<file path="src/rtl/core/prp_pkg.sv">
package prp_pkg;

   localparam int PAGE_FIELD_BITS = 8;
   localparam int TOTAL_BITS = 32;
   localparam int MODE_BITS = 3;
   localparam int FRAMES_BITS = 4;
   localparam int CSR_INDEX_BITS = 2;
   localparam int CSR_DATA_BITS = 8;

   localparam int DEF_MAX_FRAMES = 8;
   localparam int DEF_PAGE_BITS = 8;
   localparam int DEF_COUNT_BITS = 16;

   localparam logic [FRAMES_BITS-1:0] FRAMES_RESET = 4'd3;

   localparam logic [CSR_INDEX_BITS-1:0] CSR_POLICY_MODE = 2'd0;
   localparam logic [CSR_INDEX_BITS-1:0] CSR_FRAMES_IN_USE = 2'd1;

   localparam logic [MODE_BITS-1:0] MODE_FIFO = 3'd0;
   localparam logic [MODE_BITS-1:0] MODE_LRU = 3'd1;
   localparam logic [MODE_BITS-1:0] MODE_LFU_FIFO = 3'd2;
   localparam logic [MODE_BITS-1:0] MODE_MFU_FIFO = 3'd3;
   localparam logic [MODE_BITS-1:0] MODE_LFU_LRU = 3'd4;
   localparam logic [MODE_BITS-1:0] MODE_MFU_LRU = 3'd5;

   typedef struct packed {
      logic flush;
      logic load;
      logic shift;
      logic bump;
   } cell_ctl_type;

endpackage

</file>
<file path="src/rtl/core/prp_if.sv">
interface prp_req_if;
   logic valid;
   logic ready;
   logic [prp_pkg::PAGE_FIELD_BITS-1:0] page_number;
   modport source (output valid, output page_number, input ready);
   modport sink (input valid, input page_number, output ready);
endinterface

interface prp_rsp_if;
   logic valid;
   logic ready;
   logic hit;
   logic replaced;
   logic [prp_pkg::PAGE_FIELD_BITS-1:0] evicted_page;
   logic [prp_pkg::TOTAL_BITS-1:0] fault_total;
   logic [prp_pkg::TOTAL_BITS-1:0] replace_total;
   modport source (output valid, output hit, output replaced, output evicted_page,
                   output fault_total, output replace_total, input ready);
   modport sink (input valid, input hit, input replaced, input evicted_page,
                 input fault_total, input replace_total, output ready);
endinterface

interface prp_csr_if;
   logic valid;
   logic ready;
   logic [prp_pkg::CSR_INDEX_BITS-1:0] index;
   logic [prp_pkg::CSR_DATA_BITS-1:0] data;
   modport source (output valid, output index, output data, input ready);
   modport sink (input valid, input index, input data, output ready);
endinterface

</file>
<file path="src/rtl/core/prp_cell.sv">
module prp_cell #(
   parameter int PAGE_BITS = prp_pkg::DEF_PAGE_BITS,
   parameter int COUNT_BITS = prp_pkg::DEF_COUNT_BITS
) (
   input  logic                   clock,
   input  logic                   reset,
   input  prp_pkg::cell_ctl_type  ctl,
   input  logic                   prev_valid,
   input  logic [PAGE_BITS-1:0]   prev_page,
   input  logic [COUNT_BITS-1:0]  prev_count,
   input  logic [PAGE_BITS-1:0]   load_page,
   input  logic [COUNT_BITS-1:0]  load_count,
   output logic                   valid,
   output logic [PAGE_BITS-1:0]   page,
   output logic [COUNT_BITS-1:0]  count
);

   logic                  valid_ff, valid_in;
   logic [PAGE_BITS-1:0]  page_ff, page_in;
   logic [COUNT_BITS-1:0] count_ff, count_in;

   always_comb begin
      valid_in = valid_ff;
      page_in = page_ff;
      count_in = count_ff;
      priority if (ctl.flush) begin
         valid_in = 1'b0;
      end else if (ctl.load) begin
         valid_in = 1'b1;
         page_in = load_page;
         count_in = load_count;
      end else if (ctl.shift) begin
         valid_in = prev_valid;
         page_in = prev_page;
         count_in = prev_count;
      end else if (ctl.bump && count_ff != '1) begin
         count_in = count_ff + COUNT_BITS'(1);
      end
   end

   always_ff @(posedge clock) begin
      if (reset) begin
         valid_ff <= 1'b0;
      end else begin
         valid_ff <= valid_in;
      end
      page_ff <= page_in;
      count_ff <= count_in;
   end

   assign valid = valid_ff;
   assign page = page_ff;
   assign count = count_ff;

endmodule

</file>
<file path="src/rtl/core/page_replacement_policy_unit.sv">
// page replacement policy unit
// req_chan: one page reference per transfer (low PAGE_BITS of page_number used)
// rsp_chan: one result per reference: hit, replaced, evicted page and the
//    saturating fault and replace totals including this reference
// csr_chan: always ready; index 0 policy mode, index 1 frames in use; writing
//    the frame count invalidates every slot, totals are kept
// the slots form a row of cells, newest at slot 0; on a miss or an lru hit the
//    cells in front of the victim each take their neighbor's contents together
// the request passes the look and apply states and the result is registered in
//    apply; on a miss in the lfu and mfu modes with all slots in use a search
//    state first walks the slots from the back, one per cycle, for the victim
// one reference is taken at a time: the request channel is ready again once the
//    result sits in the output register; a stalled receiver holds the next result
//    back in the apply state
// reset: mode fifo, 3 frames, all slots invalid, totals zero, no result pending
module page_replacement_policy_unit #(
   parameter int MAX_FRAMES = prp_pkg::DEF_MAX_FRAMES,
   parameter int PAGE_BITS = prp_pkg::DEF_PAGE_BITS,
   parameter int COUNT_BITS = prp_pkg::DEF_COUNT_BITS
) (
   input  logic          clock,
   input  logic          reset,
   prp_req_if.sink       req_chan,
   prp_rsp_if.source     rsp_chan,
   prp_csr_if.sink       csr_chan
);

   localparam int IDX_BITS = (MAX_FRAMES > 1) ? $clog2(MAX_FRAMES) : 1;
   localparam int EXT_BITS = (PAGE_BITS > prp_pkg::PAGE_FIELD_BITS) ?
                             PAGE_BITS : prp_pkg::PAGE_FIELD_BITS;
   localparam int TB = prp_pkg::TOTAL_BITS;

   typedef enum logic [1:0] {S_IDLE, S_LOOK, S_SEARCH, S_APPLY} state_type;

   state_type                          state_ff;
   logic [prp_pkg::MODE_BITS-1:0]      mode_ff;
   logic [prp_pkg::FRAMES_BITS-1:0]    frames_ff;
   logic [PAGE_BITS-1:0]               pg_ff;
   logic                               hit_ff;
   logic                               full_ff;
   logic [IDX_BITS-1:0]                pos_ff;
   logic [IDX_BITS-1:0]                idx_ff;
   logic [COUNT_BITS-1:0]              best_ff;
   logic [TB-1:0]                      fault_ff, fault_in;
   logic [TB-1:0]                      replace_ff, replace_in;
   logic                               rsp_valid_ff;
   logic                               rsp_hit_ff;
   logic                               rsp_replaced_ff;
   logic [prp_pkg::PAGE_FIELD_BITS-1:0] rsp_evicted_ff;
   logic [TB-1:0]                      rsp_fault_ff;
   logic [TB-1:0]                      rsp_replace_ff;

   logic                    counted, lru_order, most;
   logic [IDX_BITS-1:0]     last_idx;
   logic [EXT_BITS-1:0]     req_wide;
   logic [PAGE_BITS-1:0]    req_page;
   logic [MAX_FRAMES-1:0]   valid_vec;
   logic [MAX_FRAMES-1:0]   hit_vec;
   logic [PAGE_BITS-1:0]    cell_page [MAX_FRAMES];
   logic [COUNT_BITS-1:0]   cell_count [MAX_FRAMES];
   prp_pkg::cell_ctl_type   cell_ctl [MAX_FRAMES];
   logic                    any_hit;
   logic [IDX_BITS-1:0]     hit_at;
   logic                    out_free, apply_go, reorder;
   logic                    flush_slots;
   logic [COUNT_BITS-1:0]   pos_count, load_count, scan_count;
   logic                    better;
   logic                    replaced;
   logic [EXT_BITS-1:0]     evict_wide;

   // mode decode, unused codes behave as fifo
   always_comb begin
      counted = 1'b0;
      lru_order = 1'b0;
      most = 1'b0;
      unique case (mode_ff)
         prp_pkg::MODE_LRU: begin
            lru_order = 1'b1;
         end
         prp_pkg::MODE_LFU_FIFO: begin
            counted = 1'b1;
         end
         prp_pkg::MODE_MFU_FIFO: begin
            counted = 1'b1;
            most = 1'b1;
         end
         prp_pkg::MODE_LFU_LRU: begin
            counted = 1'b1;
            lru_order = 1'b1;
         end
         prp_pkg::MODE_MFU_LRU: begin
            counted = 1'b1;
            lru_order = 1'b1;
            most = 1'b1;
         end
         default: begin
            counted = 1'b0;
         end
      endcase
   end

   always_comb begin
      priority if (frames_ff == '0) begin
         last_idx = '0;
      end else if (32'(frames_ff) > 32'(MAX_FRAMES)) begin
         last_idx = IDX_BITS'(MAX_FRAMES - 1);
      end else begin
         last_idx = IDX_BITS'(32'(frames_ff) - 32'd1);
      end
   end

   assign req_wide = EXT_BITS'(req_chan.page_number);
   assign req_page = req_wide[PAGE_BITS-1:0];

   assign flush_slots = csr_chan.valid && csr_chan.index == prp_pkg::CSR_FRAMES_IN_USE;
   assign out_free = !rsp_valid_ff || rsp_chan.ready;
   assign apply_go = state_ff == S_APPLY && out_free;
   assign reorder = !hit_ff || lru_order;

   assign pos_count = cell_count[pos_ff];
   assign scan_count = cell_count[idx_ff];
   assign better = most ? (scan_count > best_ff) : (scan_count < best_ff);

   always_comb begin
      if (!hit_ff) begin
         load_count = COUNT_BITS'(1);
      end else if (counted && pos_count != '1) begin
         load_count = pos_count + COUNT_BITS'(1);
      end else begin
         load_count = pos_count;
      end
   end

   // slot row
   for (genvar i = 0; i < MAX_FRAMES; i++) begin : g_cell
      logic                  prev_valid;
      logic [PAGE_BITS-1:0]  prev_page;
      logic [COUNT_BITS-1:0] prev_count;

      if (i == 0) begin : g_head
         assign prev_valid = 1'b0;
         assign prev_page = '0;
         assign prev_count = '0;
      end else begin : g_body
         assign prev_valid = valid_vec[i-1];
         assign prev_page = cell_page[i-1];
         assign prev_count = cell_count[i-1];
      end

      assign cell_ctl[i].flush = flush_slots;
      assign cell_ctl[i].load = apply_go && reorder && i == 0;
      assign cell_ctl[i].shift = apply_go && reorder && i != 0 &&
                                 IDX_BITS'(i) <= pos_ff;
      assign cell_ctl[i].bump = apply_go && hit_ff && !lru_order && counted &&
                                IDX_BITS'(i) == pos_ff;

      assign hit_vec[i] = valid_vec[i] && cell_page[i] == pg_ff &&
                          IDX_BITS'(i) <= last_idx;

      prp_cell #(
         .PAGE_BITS  (PAGE_BITS),
         .COUNT_BITS (COUNT_BITS)
      ) u_cell (
         .clock      (clock),
         .reset      (reset),
         .ctl        (cell_ctl[i]),
         .prev_valid (prev_valid),
         .prev_page  (prev_page),
         .prev_count (prev_count),
         .load_page  (pg_ff),
         .load_count (load_count),
         .valid      (valid_vec[i]),
         .page       (cell_page[i]),
         .count      (cell_count[i])
      );
   end

   // first matching slot
   always_comb begin
      hit_at = '0;
      for (int i = MAX_FRAMES - 1; i >= 0; i--) begin
         if (hit_vec[i]) begin
            hit_at = IDX_BITS'(i);
         end
      end
   end
   assign any_hit = |hit_vec;

   assign replaced = !hit_ff && full_ff;
   assign evict_wide = EXT_BITS'(cell_page[pos_ff]);
   assign fault_in = (hit_ff || fault_ff == '1) ? fault_ff : fault_ff + TB'(1);
   assign replace_in = (!replaced || replace_ff == '1) ? replace_ff :
                       replace_ff + TB'(1);

   always_ff @(posedge clock) begin
      if (reset) begin
         state_ff <= S_IDLE;
         mode_ff <= prp_pkg::MODE_FIFO;
         frames_ff <= prp_pkg::FRAMES_RESET;
         fault_ff <= '0;
         replace_ff <= '0;
         rsp_valid_ff <= 1'b0;
      end else begin
         if (csr_chan.valid && csr_chan.index == prp_pkg::CSR_POLICY_MODE) begin
            mode_ff <= csr_chan.data[prp_pkg::MODE_BITS-1:0];
         end
         if (flush_slots) begin
            frames_ff <= csr_chan.data[prp_pkg::FRAMES_BITS-1:0];
         end
         if (rsp_chan.ready && !apply_go) begin
            rsp_valid_ff <= 1'b0;
         end
         unique case (state_ff)
            S_IDLE: begin
               if (req_chan.valid) begin
                  pg_ff <= req_page;
                  state_ff <= S_LOOK;
               end
            end
            S_LOOK: begin
               hit_ff <= any_hit;
               full_ff <= valid_vec[last_idx];
               best_ff <= cell_count[last_idx];
               idx_ff <= last_idx - IDX_BITS'(1);
               if (any_hit) begin
                  pos_ff <= hit_at;
                  state_ff <= S_APPLY;
               end else begin
                  pos_ff <= last_idx;
                  if (valid_vec[last_idx] && counted && last_idx != '0) begin
                     state_ff <= S_SEARCH;
                  end else begin
                     state_ff <= S_APPLY;
                  end
               end
            end
            S_SEARCH: begin
               if (better) begin
                  best_ff <= scan_count;
                  pos_ff <= idx_ff;
               end
               idx_ff <= idx_ff - IDX_BITS'(1);
               if (idx_ff == '0) begin
                  state_ff <= S_APPLY;
               end
            end
            S_APPLY: begin
               if (out_free) begin
                  fault_ff <= fault_in;
                  replace_ff <= replace_in;
                  rsp_valid_ff <= 1'b1;
                  rsp_hit_ff <= hit_ff;
                  rsp_replaced_ff <= replaced;
                  rsp_evicted_ff <= replaced ? evict_wide[prp_pkg::PAGE_FIELD_BITS-1:0] : '0;
                  rsp_fault_ff <= fault_in;
                  rsp_replace_ff <= replace_in;
                  state_ff <= S_IDLE;
               end
            end
            default: begin
               state_ff <= S_IDLE;
            end
         endcase
      end
   end

   assign req_chan.ready = state_ff == S_IDLE;
   assign csr_chan.ready = 1'b1;
   assign rsp_chan.valid = rsp_valid_ff;
   assign rsp_chan.hit = rsp_hit_ff;
   assign rsp_chan.replaced = rsp_replaced_ff;
   assign rsp_chan.evicted_page = rsp_evicted_ff;
   assign rsp_chan.fault_total = rsp_fault_ff;
   assign rsp_chan.replace_total = rsp_replace_ff;

`ifndef SYNTHESIS
   // valid slots always form a prefix of the row
   assert property (@(posedge clock) disable iff (reset)
      $onehot({1'b0, valid_vec} + (MAX_FRAMES + 1)'(1)))
      else $error("slot valid bits are not a prefix");

   // a page is resident in at most one slot
   assert property (@(posedge clock) disable iff (reset)
      state_ff == S_LOOK |-> $onehot0(hit_vec))
      else $error("page found in more than one slot");

   // the fault total never goes down
   assert property (@(posedge clock) disable iff (reset)
      1'b1 |=> fault_ff >= $past(fault_ff))
      else $error("fault total decreased");

   // a hit never reports a replacement
   assert property (@(posedge clock) disable iff (reset)
      rsp_valid_ff |-> !(rsp_hit_ff && rsp_replaced_ff))
      else $error("hit with replacement");
`endif

endmodule
</file>
<file path="src/flat_wrapper.sv">
// flat-port wrapper written by rule: the top's interface ports become plain ports
module page_replacement_policy_unit_flat 
#(
   parameter int MAX_FRAMES = prp_pkg::DEF_MAX_FRAMES,
   parameter int PAGE_BITS = prp_pkg::DEF_PAGE_BITS,
   parameter int COUNT_BITS = prp_pkg::DEF_COUNT_BITS
)
  (clock, reset, req_chan_valid, req_chan_page_number, req_chan_ready, rsp_chan_valid, rsp_chan_hit, rsp_chan_replaced, rsp_chan_evicted_page, rsp_chan_fault_total, rsp_chan_replace_total, rsp_chan_ready, csr_chan_valid, csr_chan_index, csr_chan_data, csr_chan_ready);
  prp_req_if req_chan_i ();
  prp_rsp_if rsp_chan_i ();
  prp_csr_if csr_chan_i ();
  input  logic clock;
  input  logic reset;
  input wire logic [$bits(req_chan_i.valid)-1:0] req_chan_valid;
  input wire logic [$bits(req_chan_i.page_number)-1:0] req_chan_page_number;
  output wire logic [$bits(req_chan_i.ready)-1:0] req_chan_ready;
  output wire logic [$bits(rsp_chan_i.valid)-1:0] rsp_chan_valid;
  output wire logic [$bits(rsp_chan_i.hit)-1:0] rsp_chan_hit;
  output wire logic [$bits(rsp_chan_i.replaced)-1:0] rsp_chan_replaced;
  output wire logic [$bits(rsp_chan_i.evicted_page)-1:0] rsp_chan_evicted_page;
  output wire logic [$bits(rsp_chan_i.fault_total)-1:0] rsp_chan_fault_total;
  output wire logic [$bits(rsp_chan_i.replace_total)-1:0] rsp_chan_replace_total;
  input wire logic [$bits(rsp_chan_i.ready)-1:0] rsp_chan_ready;
  input wire logic [$bits(csr_chan_i.valid)-1:0] csr_chan_valid;
  input wire logic [$bits(csr_chan_i.index)-1:0] csr_chan_index;
  input wire logic [$bits(csr_chan_i.data)-1:0] csr_chan_data;
  output wire logic [$bits(csr_chan_i.ready)-1:0] csr_chan_ready;
  assign req_chan_i.valid = req_chan_valid;
  assign req_chan_i.page_number = req_chan_page_number;
  assign req_chan_ready = req_chan_i.ready;
  assign rsp_chan_valid = rsp_chan_i.valid;
  assign rsp_chan_hit = rsp_chan_i.hit;
  assign rsp_chan_replaced = rsp_chan_i.replaced;
  assign rsp_chan_evicted_page = rsp_chan_i.evicted_page;
  assign rsp_chan_fault_total = rsp_chan_i.fault_total;
  assign rsp_chan_replace_total = rsp_chan_i.replace_total;
  assign rsp_chan_i.ready = rsp_chan_ready;
  assign csr_chan_i.valid = csr_chan_valid;
  assign csr_chan_i.index = csr_chan_index;
  assign csr_chan_i.data = csr_chan_data;
  assign csr_chan_ready = csr_chan_i.ready;
  page_replacement_policy_unit #(.MAX_FRAMES(MAX_FRAMES), .PAGE_BITS(PAGE_BITS), .COUNT_BITS(COUNT_BITS)) u_core (.clock(clock), .reset(reset), .req_chan(req_chan_i), .rsp_chan(rsp_chan_i), .csr_chan(csr_chan_i));
endmodule
</file>
<file path="config.mk">
export PLATFORM = sky130hd
export DESIGN_NAME = page_replacement_policy_unit_flat
export DESIGN_NICKNAME = d
export VERILOG_FILES = /design/src/rtl/core/prp_pkg.sv /design/src/rtl/core/prp_if.sv /design/src/rtl/core/prp_cell.sv /design/src/rtl/core/page_replacement_policy_unit.sv /design/src/flat_wrapper.sv
export SDC_FILE = /design/constraint.sdc
export NUM_CORES = 1
export LEC_CHECK = 0
export BUFFER_PORTS_ARGS = -buffer_cell sky130_fd_sc_hd__buf_2
export CAP_MARGIN = 0
export CORE_MARGIN = 1.5
export CORE_UTILIZATION = 60
export DETAILED_ROUTE_END_ITERATION = 8
export HOLD_SLACK_MARGIN = 0.05
export PLACE_DENSITY = 0.78
export SYNTH_ARGS = -nofsm -noshare
export SYNTH_HDL_FRONTEND = slang
export SYNTH_SLANG_ARGS = --single-unit
export TNS_END_PERCENT = 20
</file>
<file path="constraint.sdc">
create_clock -name clock -period 14.17 [get_ports clock]
set_input_delay 2.834 -clock clock [delete_from_list [all_inputs] [get_ports clock]]
set_output_delay 2.834 -clock clock [all_outputs]
set_load 0.02 [all_outputs]
</file>
==> flow_summary.rst <==
.. list-table::
   :header-rows: 1

   * - Metric
     - Value
   * - Slowest-stage cell, CP
     - sky130_fd_sc_hd__nor2_1
   * - Highest-count cells in the layout ignoring fill and taps
     - sky130_fd_sc_hd__edfxtp_1 (298), sky130_fd_sc_hd__nand2_1 (261), sky130_fd_sc_hd__nor2_1 (193)
   * - Power Total
     - 3280 µW
   * - Total of flip-flops plus latches after synthesis
     - 380
   * - Top FF cell, synth
     - sky130_fd_sc_hd__edfxtp_1
   * - Worst-Margin Slew
     - between 1000 and 1500 ps
   * - Highest cell delay on the worst timing path
     - approximately 790 ps
   * - Worst slack, placed
     - ~8000 ps
   * - Max-slew violation total from the final report
     - 0
   * - CP startpoint kind
     - input pin
   * - Clock latency on the worst-skew pair
     - slightly below 600 ps
   * - Endpoint of the worst hold path
     - u_core.fault_ff[1]
   * - Area share of and/or/nand/nor cells after synthesis
     - 0.164
   * - Layout fillers
     - 2786
   * - Leak pwr
     - between 0.008 and 0.009 µW
   * - Fmax
     - 182 MHz
   * - Fraction of post-synthesis cell area in the top cell type by area
     - 0.389
   * - Pin count of the biggest net entering global routing
     - 75
   * - Die width
     - around 200 µm
   * - Max rail drop VDD
     - around 0.13 mV
   * - # nets final
     - ~2200
   * - Post-CTS setup buffer count
     - 0
   * - Antenna violations before repair
     - 0
   * - Normalized max-slew margin
     - 0.170
   * - Number of resized instances in the post-cts repair step
     - 0
   * - Full die area
     - about 0.040 mm²
   * - Detailed-route via count
     - approximately 17000
   * - Result of the run
     - finished clean
   * - Non-filler instance count after layout
     - 2722
   * - R2R Setup Slk
     - between 9000 and 10000 ps
   * - Antenna fix cells
     - 0
   * - Setup TNS Final
     - 0 ps
   * - Share of flip-flops with an asynchronous set or reset
     - 0
   * - Critical Path AT
     - about 5700 ps
   * - Average instance area after synthesis
     - about 11 µm²
   * - Hold bufs inserted after CTS
     - 0
   * - Kind of capture point of the worst setup path
     - register
   * - TritonCTS clock tree
     - built
   * - Cell family with the largest share of critical-path delay
     - simple AND/OR/NAND/NOR gates
   * - Post-synthesis xor/xnor area fraction
     - 0.113
   * - Drt total wl
     - 57600 µm
   * - Maximum buffer depth of the clock tree
     - 3
   * - Final routed wire length divided by cell count
     - between 20 and 25 µm
   * - Syn_nets
     - 2205
   * - Worst flop-to-flop path startpoint
     - u_core.idx_ff[0]
   * - Hold-critical path depth
     - 2
   * - Area occupied by registers
     - approximately 0.011 mm²
   * - Final weighted congestion of routability-driven global placement
     - 0.953
   * - Fraction of the mapped netlist area in compound gates
     - 0.0732
   * - Final hold violations
     - 0
   * - Path depth of the worst reg2reg path
     - 11
   * - Total congestion overflow
     - 0
   * - Count of maximum capacitance violations
     - 0
   * - Count of buffers from port buffering
     - 94
   * - Die height
     - 199 µm
   * - Number of synthesized flops with an enable pin
     - just under 300
   * - Worst endpoint required time
     - about 14000 ps
   * - Total clock sinks
     - 380
   * - Post-route fraction of the period consumed by the critical path
     - 0.388
   * - Area overhead of the layout relative to synthesis
     - 9.51%
   * - Final Setup Violations
     - 0
   * - Placed Cells incl. Taps
     - 2644
   * - Worst setup path category
     - input pin to register
   * - Synthesized cell area
     - 0.0230 mm²
   * - Number of distinct library cell variants in the gate-level netlist after synthesis
     - slightly below 90
   * - Cells along the critical path
     - buf_2, nor2b_1, nand2b_1, a21oi_1, buf_4, nand2_1, nor2_1, a31o_2
   * - Top cells by area in the synthesized netlist
     - sky130_fd_sc_hd__edfxtp_1 (39%), sky130_fd_sc_hd__mux4_2 (9.5%), sky130_fd_sc_hd__dfxtp_1 (7.1%), sky130_fd_sc_hd__xnor2_1 (6.9%), sky130_fd_sc_hd__xor2_1 (4.4%)
   * - Clock period minus final worst setup slack
     - approximately 5500 ps
   * - Critical register-to-register path endpoint
     - u_core.best_ff[9]
   * - Fraction of final layout cells with drive strength greater than 1
     - 0.159
   * - Average via count per standard cell
     - between 6 and 7
   * - Standard-cell row count
     - 71
   * - Number of global-route vias before repair
     - roughly 17000
   * - Count of boundary I/O pins
     - 100
   * - Clock slew seen by the registers of the worst setup and hold paths
     - 60 ps
   * - Clock root buffer
     - sky130_fd_sc_hd__clkbuf_16
   * - Synthesis warning total
     - 0
   * - Worst Hold Class
     - register to register
   * - Worst clock skew on the final layout
     - 24.1 ps
   * - Inserted Clock Buffers
     - 42
   * - H-tree levels
     - 2
   * - Share of synthesized area spent on multiplexers
     - 0.132
   * - Leading cell type in the layout, fill and taps excluded
     - sky130_fd_sc_hd__edfxtp_1
   * - Area of the placeable core
     - approximately 0.038 mm²
   * - HPWL Detailed
     - just over 40000 µm
   * - CP Max Fanout
     - 17
   * - Unrepaired setup endpoints after global routing
     - false
   * - Number of design-rule violations left by the first detailed-router iteration
     - 1700
   * - Multi-input combinational cell area
     - 0.0117 mm²
   * - Final worst-path setup slack
     - 8670 ps
   * - Hold slack
     - a little under 500 ps
   * - 1st-pass router iterations
     - 7
   * - Power per standard cell area
     - roughly 130 mW/mm²
   * - Launch point of the worst hold path
     - u_core.fault_ff[1]
   * - Combinational family with the most area after synthesis
     - simple AND/OR/NAND/NOR gates
   * - Number of nets still failing antenna checks after routing
     - 0
   * - Number of buffer and inverter stages on the critical path
     - 2
   * - Starting utilization of the core area
     - 0.610
   * - Post-Syn Instances
     - 2143
   * - Number of DRC violations after detailed routing
     - 0
   * - Top cell type by total area after synthesis
     - sky130_fd_sc_hd__edfxtp_1
   * - Arithmetic-cell share of the synthesized area counting full adders, half adders and majority gates
     - 0.0225
   * - Register area share after synthesis
     - 0.460
   * - Global-route wire length before repair
     - 91300 µm
   * - GRT Overall Usage
     - 0.299
how the worst max path moves through the flow:
stage / from / end / cells past startpoint
6_report: rsp_chan_ready / u_core.g_cell[4].u_cell.count[4] / 8
3_5_place_dp: rsp_chan_ready / u_core.g_cell[3].u_cell.count[13] / 9
3_3_place_gp: rsp_chan_ready / u_core.g_cell[4].u_cell.count[13] / 8
5_1_grt: rsp_chan_ready / u_core.g_cell[4].u_cell.count[4] / 8
2_1_floorplan: reset / u_core.rsp_chan.evicted_page[0] / 4
4_1_cts: rsp_chan_ready / u_core.g_cell[3].u_cell.count[11] / 9
state kept, by name, summed over array words and instances, names as in the netlist, 2 cells and up:
name                           flops
u_core.rsp_chan.replace_total     32
u_core.g_cell.u_cell.page         64
u_core.replace_ff                 32
u_core.mode_ff                     3
u_core.fault_ff                   32
u_core.g_cell.u_cell.count       128
u_core.frames_ff                   4
u_core.best_ff                    16
u_core.g_cell.u_cell.valid         8
u_core.rsp_chan.evicted_page       8
u_core.rsp_chan.fault_total       32
u_core.state_ff                    2
u_core.idx_ff                      3
u_core.pos_ff                      3
u_core.pg_ff                       8
worst reg2reg max path, stage by stage, from the launching register on:
cell and delay [ps]:
sky130_fd_sc_hd__edfxtp_1 320, sky130_fd_sc_hd__buf_4 510, sky130_fd_sc_hd__mux4_2 650, sky130_fd_sc_hd__mux2_2 290, sky130_fd_sc_hd__ha_1 310, sky130_fd_sc_hd__nand4_1 240
sky130_fd_sc_hd__nor3_1 500, sky130_fd_sc_hd__o21ai_0 240, sky130_fd_sc_hd__o2111ai_1 230, sky130_fd_sc_hd__mux2i_1 180, sky130_fd_sc_hd__a211oi_2 260, sky130_fd_sc_hd__buf_4 330
kinds of logic after synthesis:
logic type                 Yosys count
buffers and inverters              183
xor gates and xnor gates           297
AOI/OAI and AO/OA                  269
adders and majority gates           42
and+or+nand+nor                    795
muxes                              176
other                                1
DFF                                380
power by group:
part | switching (µW) | total [µW] | internal [µW]
Sequential | 65.4 | 1360 | 1300
Clock | 473 | 1120 | 650
Combinational | 468 | 801 | 332
Total | 1010 | 3280 | 2280
metrics by stage:
step,area (µm²),utilization
final,25200,0.668
after global routing,25200,0.668
after CTS,25200,0.668
after detailed placement,23800,0.630
after global placement,23800,0.630
after floorplan,23000,-
synth_stat cells, drive strengths merged (4+ instances only):
master and number:
nand2b 10, nor4 10, o31a 4, and3 42, ha 39, nand3 93
xnor2 182, or2 9, a21oi 51, mux2i 38, o22ai 13, o21ai 122
clkbuf 96, o32ai 7, nor2b 14, mux2 40, and4 18, o211ai 6
nor3 40, o21a 4, mux4 98, xor2 115, a211o 8, inv 48
or3 10, a211oi 9, nor2 195, dfxtp 82, o2111ai 4, nand2 261
nand4 52, and2 17, buf 38, edfxtp 298
layer usage:
| metal | up-vias | track usage | part of all wire |
|---|---|---|---|
| li1 | 7888 | - | - |
| met1 | 8309 | 0.403 | 0.39 |
| met2 | 913 | 0.468 | 0.46 |
| met3 | 153 | 0.0658 | 0.11 |
| met4 | 0 | 0.124 | 0.035 |
| met5 | - | 0 | 0 |
layout make-up:
cell class,count,share of cell area
clock buffers,49,0.0431
clock inverters,29,0.0129
inverters,49,0.00730
multi-input cells,1580,0.464
flip-flops and latches,380,0.420
well taps,511,0.0254
repair buffers,124,0.0276
No activity file was read; power rests on OpenSTA's default activity.
